File: src/hdl/gdr_pkg.sv
package gdr_pkg;

  // Grid and stack sizes.
  localparam int MAX_ROWS    = 32;
  localparam int MAX_COLS    = 32;
  localparam int STACK_DEPTH = 128;
  localparam int CELLS       = MAX_ROWS * MAX_COLS;

  // Field widths.
  localparam int ROW_W     = 5;
  localparam int COL_W     = 5;
  localparam int DIM_W     = 6;
  localparam int CFG_W     = 6;
  localparam int CFG_IDX_W = 3;
  localparam int TOT_W     = 2 * DIM_W;

  localparam int IDX_W   = $clog2(CELLS);
  localparam int SP_W    = $clog2(STACK_DEPTH + 1);
  localparam int SADDR_W = $clog2(STACK_DEPTH);

  // Configuration register indexes.
  localparam logic [CFG_IDX_W-1:0] REG_GRID_ROWS = 3'd0;
  localparam logic [CFG_IDX_W-1:0] REG_GRID_COLS = 3'd1;
  localparam logic [CFG_IDX_W-1:0] REG_START_ROW = 3'd2;
  localparam logic [CFG_IDX_W-1:0] REG_START_COL = 3'd3;
  localparam logic [CFG_IDX_W-1:0] REG_END_ROW   = 3'd4;
  localparam logic [CFG_IDX_W-1:0] REG_END_COL   = 3'd5;

  // Neighbor visiting order.
  localparam logic [1:0] DIR_LEFT  = 2'd0;
  localparam logic [1:0] DIR_RIGHT = 2'd1;
  localparam logic [1:0] DIR_UP    = 2'd2;
  localparam logic [1:0] DIR_DOWN  = 2'd3;

  typedef enum logic [3:0] {
    S_LOAD,
    S_CHK_S,
    S_CHK_E,
    S_CHK_D,
    S_POP,
    S_FETCH,
    S_VISIT,
    S_NB_RD,
    S_NB_CHK,
    S_MARK
  } gdr_state_t;

  typedef struct packed {
    logic [ROW_W-1:0] row;
    logic [COL_W-1:0] col;
  } gdr_pos_t;

  typedef struct packed {
    logic blocked;
    logic visited;
  } gdr_cell_t;

  typedef struct packed {
    logic load_cell;
    logic search_init;
    logic rd_start;
    logic rd_end;
    logic push_start;
    logic pop;
    logic latch_cur;
    logic nb_first;
    logic nb_next;
    logic nb_rd;
    logic nb_push;
    logic mark;
    logic finish;
    logic finish_reach;
  } gdr_cmd_t;

  typedef struct packed {
    logic last_cell;
    logic out_busy;
    logic in_range;
    logic ends_blocked;
    logic stack_empty;
    logic cur_visited;
    logic cur_is_end;
    logic nb_ok;
    logic nb_last;
  } gdr_status_t;

  // Row-major cell index of a position in a grid with the given column count.
  function automatic logic [IDX_W-1:0] cell_index(gdr_pos_t pos, logic [DIM_W-1:0] cols);
    logic [ROW_W+DIM_W-1:0] full;
    full = ({{DIM_W{1'b0}}, pos.row} * {{ROW_W{1'b0}}, cols})
         + {{(ROW_W+DIM_W-COL_W){1'b0}}, pos.col};
    return full[IDX_W-1:0];
  endfunction

endpackage

File: src/hdl/grid_dfs_reachability_top.sv
// Map load: one cell beat per cycle, but the last cell waits while a result is pending;
// its beat starts the search. Search: start and end checks, then for each popped cell
// pop, fetch, check, and unless visited or the end, neighbor reads and a mark.
// The result beat is valid the cycle after the search ends; input is held off meanwhile.
// Reset: configuration returns to a 32 x 32 grid with start and end at cell 0;
// memories are not cleared, as visited marks are cleared while the cells load.
module grid_dfs_reachability_top (
  input  logic                          clk,
  input  logic                          rst,
  input  logic                          in_valid,
  output logic                          in_ready,
  input  logic                          cell_blocked,
  output logic                          out_valid,
  input  logic                          out_ready,
  output logic                          reachable,
  output logic                          stack_overflow,
  input  logic                          cfg_write,
  input  logic [gdr_pkg::CFG_IDX_W-1:0] cfg_index,
  input  logic [gdr_pkg::CFG_W-1:0]     cfg_data
);
  import gdr_pkg::*;

  // The controller sequences the load and the depth-first search; the datapath
  // holds configuration, the cell memory (blocked and visited bits per cell),
  // the search stack of row and column pairs, and the result register.
  gdr_cmd_t    cmd;
  gdr_status_t st;

  gdr_ctrl u_ctrl (
    .clk      (clk),
    .rst      (rst),
    .in_valid (in_valid),
    .in_ready (in_ready),
    .st       (st),
    .cmd      (cmd)
  );

  // The result register lets the next map start loading while a result beat
  // still waits; only the beat that completes the next map is held back.
  gdr_dpath u_dpath (
    .clk            (clk),
    .rst            (rst),
    .cell_blocked   (cell_blocked),
    .out_ready      (out_ready),
    .out_valid      (out_valid),
    .reachable      (reachable),
    .stack_overflow (stack_overflow),
    .cfg_write      (cfg_write),
    .cfg_index      (cfg_index),
    .cfg_data       (cfg_data),
    .cmd            (cmd),
    .st             (st)
  );

`ifndef SYNTHESIS
  // A search never finishes onto a result that has not been taken.
  a_finish_free: assert property (@(posedge clk) disable iff (rst)
    cmd.finish |-> !out_valid)
    else $error("search finished while a result beat was pending");

  // Pops only happen with something on the stack.
  a_pop_nonempty: assert property (@(posedge clk) disable iff (rst)
    cmd.pop |-> !st.stack_empty)
    else $error("pop from an empty search stack");

  // Once the last cell is taken, input stays held off while the search runs.
  a_hold_input: assert property (@(posedge clk) disable iff (rst)
    (in_valid && in_ready && st.last_cell) |=> !in_ready)
    else $error("input accepted during a search");
`endif

endmodule

File: src/hdl/gdr_ctrl.sv
module gdr_ctrl (
  input  logic                 clk,
  input  logic                 rst,
  input  logic                 in_valid,
  output logic                 in_ready,
  input  gdr_pkg::gdr_status_t st,
  output gdr_pkg::gdr_cmd_t    cmd
);
  import gdr_pkg::*;

  gdr_state_t state;
  gdr_state_t state_next;

  always_ff @(posedge clk) begin
    if (rst) begin
      state <= S_LOAD;
    end else begin
      state <= state_next;
    end
  end

  // Next state.
  always_comb begin
    state_next = state;
    unique case (state)
      S_LOAD: begin
        if (in_valid && in_ready && st.last_cell) state_next = S_CHK_S;
      end
      S_CHK_S: begin
        state_next = st.in_range ? S_CHK_E : S_LOAD;
      end
      S_CHK_E: begin
        state_next = S_CHK_D;
      end
      S_CHK_D: begin
        state_next = st.ends_blocked ? S_LOAD : S_POP;
      end
      S_POP: begin
        state_next = st.stack_empty ? S_LOAD : S_FETCH;
      end
      S_FETCH: begin
        state_next = S_VISIT;
      end
      S_VISIT: begin
        priority if (st.cur_visited) state_next = S_POP;
        else if (st.cur_is_end)      state_next = S_LOAD;
        else                         state_next = S_NB_RD;
      end
      S_NB_RD: begin
        priority if (st.nb_ok) state_next = S_NB_CHK;
        else if (st.nb_last)   state_next = S_MARK;
        else                   state_next = S_NB_RD;
      end
      S_NB_CHK: begin
        state_next = st.nb_last ? S_MARK : S_NB_RD;
      end
      S_MARK: begin
        state_next = S_POP;
      end
      default: begin
        state_next = S_LOAD;
      end
    endcase
  end

  // Outputs.
  always_comb begin
    cmd      = '0;
    in_ready = 1'b0;
    unique case (state)
      S_LOAD: begin
        in_ready        = !(st.last_cell && st.out_busy);
        cmd.load_cell   = in_valid && in_ready;
        cmd.search_init = in_valid && in_ready && st.last_cell;
      end
      S_CHK_S: begin
        cmd.rd_start = 1'b1;
        cmd.finish   = !st.in_range;
      end
      S_CHK_E: begin
        cmd.rd_end = 1'b1;
      end
      S_CHK_D: begin
        cmd.finish     = st.ends_blocked;
        cmd.push_start = !st.ends_blocked;
      end
      S_POP: begin
        cmd.finish = st.stack_empty;
        cmd.pop    = !st.stack_empty;
      end
      S_FETCH: begin
        cmd.latch_cur = 1'b1;
      end
      S_VISIT: begin
        cmd.finish       = !st.cur_visited && st.cur_is_end;
        cmd.finish_reach = 1'b1;
        cmd.nb_first     = !st.cur_visited && !st.cur_is_end;
      end
      S_NB_RD: begin
        cmd.nb_rd   = st.nb_ok;
        cmd.nb_next = !st.nb_ok && !st.nb_last;
      end
      S_NB_CHK: begin
        cmd.nb_push = 1'b1;
        cmd.nb_next = !st.nb_last;
      end
      S_MARK: begin
        cmd.mark = 1'b1;
      end
      default: begin
        cmd = '0;
      end
    endcase
  end

endmodule

File: src/hdl/gdr_dpath.sv
module gdr_dpath (
  input  logic                            clk,
  input  logic                            rst,
  input  logic                            cell_blocked,
  input  logic                            out_ready,
  output logic                            out_valid,
  output logic                            reachable,
  output logic                            stack_overflow,
  input  logic                            cfg_write,
  input  logic [gdr_pkg::CFG_IDX_W-1:0]   cfg_index,
  input  logic [gdr_pkg::CFG_W-1:0]       cfg_data,
  input  gdr_pkg::gdr_cmd_t               cmd,
  output gdr_pkg::gdr_status_t            st
);
  import gdr_pkg::*;

  // Configuration.
  logic [DIM_W-1:0] grid_rows;
  logic [DIM_W-1:0] grid_cols;
  logic [ROW_W-1:0] start_row;
  logic [COL_W-1:0] start_col;
  logic [ROW_W-1:0] end_row;
  logic [COL_W-1:0] end_col;

  logic [DIM_W-1:0] rows_eff;
  logic [DIM_W-1:0] cols_eff;
  logic [TOT_W-1:0] total;

  // Search state.
  logic [IDX_W-1:0] load_count;
  logic [SP_W-1:0]  sp;
  logic [SP_W-1:0]  sp_dec;
  logic             overflow_seen;
  logic             start_blk;
  logic [1:0]       nb_sel;
  gdr_pos_t         cur;
  gdr_pos_t         start_pos;
  gdr_pos_t         end_pos;
  gdr_pos_t         nb_pos;
  logic             nb_ok;
  gdr_pos_t         addr_pos;
  logic [IDX_W-1:0] rc_idx;

  // Memories.
  gdr_cell_t cell_mem [CELLS];
  gdr_cell_t mem_rdata;
  gdr_pos_t  stack_mem [STACK_DEPTH];
  gdr_pos_t  stack_rdata;

  logic         nb_take;
  logic         stack_full;
  logic         push_en;
  gdr_pos_t     push_pos;
  logic [SADDR_W-1:0] pop_addr;

  always_comb begin
    if (grid_rows == '0)                       rows_eff = DIM_W'(1);
    else if (grid_rows > DIM_W'(MAX_ROWS))     rows_eff = DIM_W'(MAX_ROWS);
    else                                       rows_eff = grid_rows;
    if (grid_cols == '0)                       cols_eff = DIM_W'(1);
    else if (grid_cols > DIM_W'(MAX_COLS))     cols_eff = DIM_W'(MAX_COLS);
    else                                       cols_eff = grid_cols;
  end

  assign total     = {{DIM_W{1'b0}}, rows_eff} * {{DIM_W{1'b0}}, cols_eff};
  assign start_pos = '{row: start_row, col: start_col};
  assign end_pos   = '{row: end_row, col: end_col};

  // Neighbor of the current cell in the selected direction.
  always_comb begin
    nb_pos = cur;
    nb_ok  = 1'b0;
    unique case (nb_sel)
      DIR_LEFT: begin
        nb_ok      = cur.col != '0;
        nb_pos.col = cur.col - 1'b1;
      end
      DIR_RIGHT: begin
        nb_ok      = (DIM_W'(cur.col) + DIM_W'(1)) < cols_eff;
        nb_pos.col = cur.col + 1'b1;
      end
      DIR_UP: begin
        nb_ok      = cur.row != '0;
        nb_pos.row = cur.row - 1'b1;
      end
      DIR_DOWN: begin
        nb_ok      = (DIM_W'(cur.row) + DIM_W'(1)) < rows_eff;
        nb_pos.row = cur.row + 1'b1;
      end
      default: begin
        nb_ok = 1'b0;
      end
    endcase
  end

  always_comb begin
    priority if (cmd.rd_start) addr_pos = start_pos;
    else if (cmd.rd_end)       addr_pos = end_pos;
    else if (cmd.latch_cur)    addr_pos = stack_rdata;
    else if (cmd.nb_rd)        addr_pos = nb_pos;
    else                       addr_pos = cur;
  end

  assign rc_idx = cell_index(addr_pos, cols_eff);

  // Loading a cell also clears its visited mark, so every cell of the grid
  // starts each search unvisited.
  always_ff @(posedge clk) begin
    if (cmd.load_cell) begin
      cell_mem[load_count] <= {cell_blocked, 1'b0};
    end else if (cmd.mark) begin
      cell_mem[rc_idx] <= {1'b0, 1'b1};
    end
    mem_rdata <= cell_mem[rc_idx];
  end

  assign nb_take    = !mem_rdata.blocked && !mem_rdata.visited;
  assign stack_full = sp == SP_W'(STACK_DEPTH);
  assign push_en    = cmd.push_start || (cmd.nb_push && nb_take && !stack_full);
  assign push_pos   = cmd.push_start ? start_pos : nb_pos;
  assign sp_dec     = sp - 1'b1;
  assign pop_addr   = sp_dec[SADDR_W-1:0];

  always_ff @(posedge clk) begin
    if (push_en) begin
      stack_mem[sp[SADDR_W-1:0]] <= push_pos;
    end
    stack_rdata <= stack_mem[pop_addr];
  end

  always_ff @(posedge clk) begin
    if (rst) begin
      grid_rows     <= DIM_W'(32);
      grid_cols     <= DIM_W'(32);
      start_row     <= '0;
      start_col     <= '0;
      end_row       <= '0;
      end_col       <= '0;
      load_count    <= '0;
      sp            <= '0;
      overflow_seen <= 1'b0;
      nb_sel        <= DIR_LEFT;
      out_valid     <= 1'b0;
    end else begin
      if (cfg_write) begin
        unique case (cfg_index)
          REG_GRID_ROWS: grid_rows <= cfg_data;
          REG_GRID_COLS: grid_cols <= cfg_data;
          REG_START_ROW: start_row <= cfg_data[ROW_W-1:0];
          REG_START_COL: start_col <= cfg_data[COL_W-1:0];
          REG_END_ROW:   end_row   <= cfg_data[ROW_W-1:0];
          REG_END_COL:   end_col   <= cfg_data[COL_W-1:0];
          default: begin
          end
        endcase
      end

      if (cmd.load_cell) begin
        load_count <= st.last_cell ? '0 : load_count + 1'b1;
      end

      if (cmd.search_init) begin
        sp <= '0;
      end else if (push_en) begin
        sp <= sp + 1'b1;
      end else if (cmd.pop) begin
        sp <= sp_dec;
      end

      if (cmd.search_init) begin
        overflow_seen <= 1'b0;
      end else if (cmd.nb_push && nb_take && stack_full) begin
        overflow_seen <= 1'b1;
      end

      if (cmd.nb_first) begin
        nb_sel <= DIR_LEFT;
      end else if (cmd.nb_next) begin
        nb_sel <= nb_sel + 1'b1;
      end

      if (cmd.finish) begin
        out_valid <= 1'b1;
      end else if (out_ready) begin
        out_valid <= 1'b0;
      end
    end
  end

  always_ff @(posedge clk) begin
    if (cmd.rd_end) begin
      start_blk <= mem_rdata.blocked;
    end
    if (cmd.latch_cur) begin
      cur <= stack_rdata;
    end
    if (cmd.finish) begin
      reachable      <= cmd.finish_reach;
      stack_overflow <= overflow_seen;
    end
  end

  always_comb begin
    st.last_cell    = (TOT_W'(load_count) + TOT_W'(1)) >= total;
    st.out_busy     = out_valid;
    st.in_range     = (DIM_W'(start_row) < rows_eff) && (DIM_W'(start_col) < cols_eff)
                   && (DIM_W'(end_row) < rows_eff) && (DIM_W'(end_col) < cols_eff);
    st.ends_blocked = start_blk || mem_rdata.blocked;
    st.stack_empty  = sp == '0;
    st.cur_visited  = mem_rdata.visited;
    st.cur_is_end   = (cur.row == end_row) && (cur.col == end_col);
    st.nb_ok        = nb_ok;
    st.nb_last      = nb_sel == DIR_DOWN;
  end

endmodule
File: config.mk
export PLATFORM = sky130hd
export DESIGN_NAME = grid_dfs_reachability_top
export DESIGN_NICKNAME = d
export VERILOG_FILES = /design/src/hdl/gdr_pkg.sv /design/src/hdl/grid_dfs_reachability_top.sv /design/src/hdl/gdr_ctrl.sv /design/src/hdl/gdr_dpath.sv
export SDC_FILE = /design/constraint.sdc
export NUM_CORES = 2
export LEC_CHECK = 0
export CORE_ASPECT_RATIO = 0.8
export CORE_MARGIN = 3
export CORE_UTILIZATION = 25
export DETAILED_ROUTE_END_ITERATION = 10
export DONT_BUFFER_PORTS = 1
export PLACE_DENSITY = 0.41
export SETUP_SLACK_MARGIN = 0.1
export SYNTH_ARGS = -nofsm -noshare
export SYNTH_HDL_FRONTEND = slang
export SYNTH_HIERARCHICAL = 1
export SYNTH_SLANG_ARGS = --single-unit
export TNS_END_PERCENT = 20
File: constraint.sdc
create_clock -name clk -period 198.5 [get_ports clk]
set_clock_uncertainty 0.15 [all_clocks]
set_input_delay 19.85 -clock clk [delete_from_list [all_inputs] [get_ports clk]]
set_output_delay 19.85 -clock clk [all_outputs]
set_load 0.1 [all_outputs]
==> results.yml <==
cts:
  cts.clk_slew.worst_paths_ns: 0.06
  worst_skew_pair.late_latency_ns: 0.92
  ctsRootBufferMaster: "sky130_fd_sc_hd__clkbuf_16"
  cts_max_path_buffers: 4
  post_cts_hold_buffer_count: 0
  cts.sink_count: 3411
  cts_setup_buffers: 0
  tritoncts_clock_tree: "built"
  cts_repair_resize_count: 0
  total_clock_buffers_created_by_cts: 347
  h-tree-depth: 5
setup_path:
  critPathMaxFanout: 12
  crit-reg2reg-capture: "u_dpath/st[3]"
  worst-r2r-setup-slack_ns: 184.23
  category_of_the_worst_setup_path_capture_point: "output port"
  timing.critical_path.cells: "clkinv_1 -> o21ai_1 -> nor2_1 -> fa_1 -> inv_1 -> fa_1 -> fa_1 -> inv_1 -> ha_1 -> a21oi_1 -> o21ai_0 -> a21oi_1 -> o21ai_0 -> a21oi_1 -> xor2_1 -> ha_1 -> a211oi_1 -> o21ai_0 -> a211o_1 -> nand4_1 -> inv_1 -> a21oi_2 -> buf_4"
  required_time_worst_endpoint_ns: 178.50
  worst_r2r_path_depth: 37
  timing.critical_path.max_delay_family: "compound AO/OA/AOI/OAI gates"
  regToRegStartpoint: "u_dpath/grid_cols[5]"
  critical_path_buf_inv_count: 5
  timing_worst_setup_path_type: "flop to output port"
  cp_slowest_cell: "sky130_fd_sc_hd__dfxtp_1"
  critical_path_at_ns: 7.34
  delay_of_the_slowest_cell_on_the_worst_path_ns: 0.62
  crit_path_start_kind: "flop"
cells_and_area:
  ff_latch_area_mm2: 0.102
  nNetsFinal: 7944
  area_growth_syn_to_layout_pct: 14.3
  filler_cell_count: 55314
  most-common-layout-cells: "sky130_fd_sc_hd__edfxtp_1 (3341), sky130_fd_sc_hd__nor2_1 (1340), sky130_fd_sc_hd__mux4_2 (906)"
  finished_core_util_pct: 28.7
  drive_above_1_share_pct: 20.8
  multi_input_comb_area_mm2: 0.0370
  post_layout_nonfiller_instances: 15516
  layout_commonest_cell: "sky130_fd_sc_hd__edfxtp_1"
timing:
  finalHoldViolCount: 0
  worst-slew-pin-transition_ns: 1.38
  period_share_pct: 13.8
  maxClockFrequency_mhz: 36.6
  finalSetupTns_ns: 0
  finalMaxSlewViolations: 0
  rsz0062_at_grt: "false"
  final.min_clock_period_ns: 27.34
  timing.max_slew.rel_slack_pct: 7.25
  finalWorstSetupSlack_ns: 171.16
  finalSetupViolations: 0
synthesis:
  yosysUniqueCellTypes: 87
  synth_xor_xnor_area_share_pct: 0.397
  ys_seq_area_share_pct: 72.1
  mappedNetlistNets: 7866
  synth-seq-cells: 3411
  synth_largest_area_cell: "sky130_fd_sc_hd__edfxtp_1"
  post_synth_mux_area_share_pct: 16.1
  avgSynthCellArea_um2: 18.3
  postSynthCellCount: 7722
  synth_edf_count: 3341
  synth_top_family_by_area: "multiplexers"
  mappedNetlistArea_mm2: 0.141
  yosysWarnings: 6
  synth_flop_type: "sky130_fd_sc_hd__edfxtp_1"
  postSynth.asyncResetShare_pct: 0
  synth_compound_area_share_pct: 2.12
  yosys-top-cells-area: "sky130_fd_sc_hd__edfxtp_1 (71%), sky130_fd_sc_hd__mux4_2 (14%), sky130_fd_sc_hd__nor2_1 (3.6%)"
  simple_gate_fraction_of_synth_area_pct: 5.90
  synth-adder-area-share_pct: 1.33
  synth_top_area_share_pct: 71.1
detailed_routing:
  top_layer_used: "met5"
  met3WireLength_um: 27700
  detail-route-antenna-nets: 0
  viasPerCell: 4.82
  met1_length_um: 209000
  wl_um: 443000
  met2RoutedLength_um: 196000
  dr.first_iter.drc_count: 8226
  drc: 0
  firstDrtPassIters: 6
  routedWlPerCell_um: 28.6
  overall_via_count_from_detail_route: 74794
floorplan:
  top_level_ports: 19
  fp.dieH_um: 678
  core_area_mm2: 0.562
  die_x_um: 846
  die-area_mm2: 0.574
  number_of_rows_in_the_core_area: 246
  effective_utilization_at_floorplan_pct: 25.1
placement:
  preCtsSetupSlack_ns: 172.04
  io_buf_count: 0
  place.detailed.hpwl_um: 280000
  placedCellCount: 14890
  gp_routability_congestion: 0.823
hold_path:
  timing.hold.worst_endpoint: "u_dpath/cur[1]"
  worstHoldPathCells: 0
  worst_hold_path_type: "flop to flop"
  hold_path.startpoint: "u_dpath/stack_rdata[1]"
pwr:
  p_per_area_mw_per_mm2: 9.28
  totalPowerFinal_uw: 1500
  power_leakage_uw: 0.0499
  peakVddDrop_v: 0.00000692
grt:
  grt.overflow.total: 0
  grt_pass1_wl_um: 620000
  initial_antenna_violation_count: 32
  grtUsageTotal_pct: 15.0
  first_global_vias: 75916
  grt_start_max_net_pins: 230
run:
  cap_viol_max_count: 0
status:
  outcome: "finished, final reports clean"
==> logic make-up after synthesis <==
| kind of cell | after synthesis |
|---|---|
| AO/OA/AOI/OAI | 451 |
| XOR/XNOR | 64 |
| adder cells (fa/ha/maj) | 129 |
| buffers and inverters | 571 |
| flip-flops | 3411 |
| multiplexers | 1067 |
| AND/OR/NAND/NOR | 2029 |
==> cell usage after synthesis, types with 10 or more instances <==
master and instances:
sky130_fd_sc_hd__a2111oi_0 14, sky130_fd_sc_hd__a211o_1 11, sky130_fd_sc_hd__a211oi_1 27, sky130_fd_sc_hd__a21o_1 11
sky130_fd_sc_hd__a21oi_1 104, sky130_fd_sc_hd__a22oi_1 34, sky130_fd_sc_hd__a31oi_1 25, sky130_fd_sc_hd__and2_1 12
sky130_fd_sc_hd__and3_1 10, sky130_fd_sc_hd__buf_1 22, sky130_fd_sc_hd__buf_2 137, sky130_fd_sc_hd__buf_4 43
sky130_fd_sc_hd__buf_6 32, sky130_fd_sc_hd__clkbuf_1 225, sky130_fd_sc_hd__dfxtp_1 70, sky130_fd_sc_hd__edfxtp_1 3341
sky130_fd_sc_hd__fa_1 35, sky130_fd_sc_hd__ha_1 94, sky130_fd_sc_hd__inv_1 96, sky130_fd_sc_hd__mux2_2 19
sky130_fd_sc_hd__mux2i_1 98, sky130_fd_sc_hd__mux4_1 44, sky130_fd_sc_hd__mux4_2 906, sky130_fd_sc_hd__nand2_1 375
sky130_fd_sc_hd__nand2b_1 23, sky130_fd_sc_hd__nand3_1 83, sky130_fd_sc_hd__nand4_1 28, sky130_fd_sc_hd__nor2_1 1348
sky130_fd_sc_hd__nor2b_1 40, sky130_fd_sc_hd__nor3_1 36, sky130_fd_sc_hd__nor4_1 17, sky130_fd_sc_hd__o2111ai_1 10
sky130_fd_sc_hd__o21a_1 14, sky130_fd_sc_hd__o21ai_0 76, sky130_fd_sc_hd__o22ai_1 36, sky130_fd_sc_hd__or4_1 11
sky130_fd_sc_hd__xnor2_1 39, sky130_fd_sc_hd__xor2_1 25
==> routing by layer <==
metal / GRT usage [%] / vias to the layer above
met5: 0 / -
met4: 3.57 / 6
met3: 2.52 / 531
met2: 22.6 / 2514
met1: 22.6 / 40839
li1: - / 30904
==> report_power, final <==
group	switching, µW	internal, µW
clock	284	380
combinational	34.4	15.7
sequential	0.545	782
==> registers in the layout (all words and copies together) (netlist names) <==
signal                  flops
u_dpath/out_valid           1
u_dpath/reachable           1
u_ctrl/state                4
u_dpath/cur                10
u_dpath/st                  1
u_dpath/stack_overflow      1
u_dpath/nb_sel              2
u_dpath/start_col           5
u_dpath/grid_rows           6
u_dpath/load_count         10
u_dpath/overflow_seen       1
u_dpath/stack_mem        1280
u_dpath/sp                  8
u_dpath/end_row             5
u_dpath/stack_rdata        10
u_dpath/grid_cols           6
u_dpath/cell_mem         2048
u_dpath/mem_rdata           1
u_dpath/end_col             5
u_dpath/start_row           5
u_dpath/start_blk           1
==> area by class of cell <==
cell class,instances,share of cell area [%]
flip-flops and latches,3411,63.1
clock inverters,191,1.27
multi-input cells,3740,22.9
diodes,6,0.00931
inverters,101,0.241
clock buffers,428,5.68
repair buffers,199,1.02
well taps,7440,5.77
==> how the worst max path moves through the flow <==
stage / start / end / slack, ns / cells past startpoint
detailed placement: in_valid / u_dpath/cell_mem[256][1] / 172.04 / 10
finish: u_dpath/grid_cols[5] / in_ready / 171.16 / 23
global route: u_dpath/grid_cols[5] / in_ready / 170.42 / 23
CTS: u_dpath/grid_cols[5] / in_ready / 171.07 / 23
floorplan: in_valid / u_dpath/cell_mem[0][1] / 42.84 / 7
global placement: u_dpath/grid_cols[5] / in_ready / 172.00 / 23
==> per-stage QoR <==
stage          hold slack [ns]  cell area, µm²
3_3_place_gp             0.281          150000
2_1_floorplan            0.258          141000
5_1_grt                  0.304          161000
4_1_cts                  0.291          161000
3_5_place_dp             0.277          150000
6_report                 0.290          161000
(Power assumes the default switching activity.)
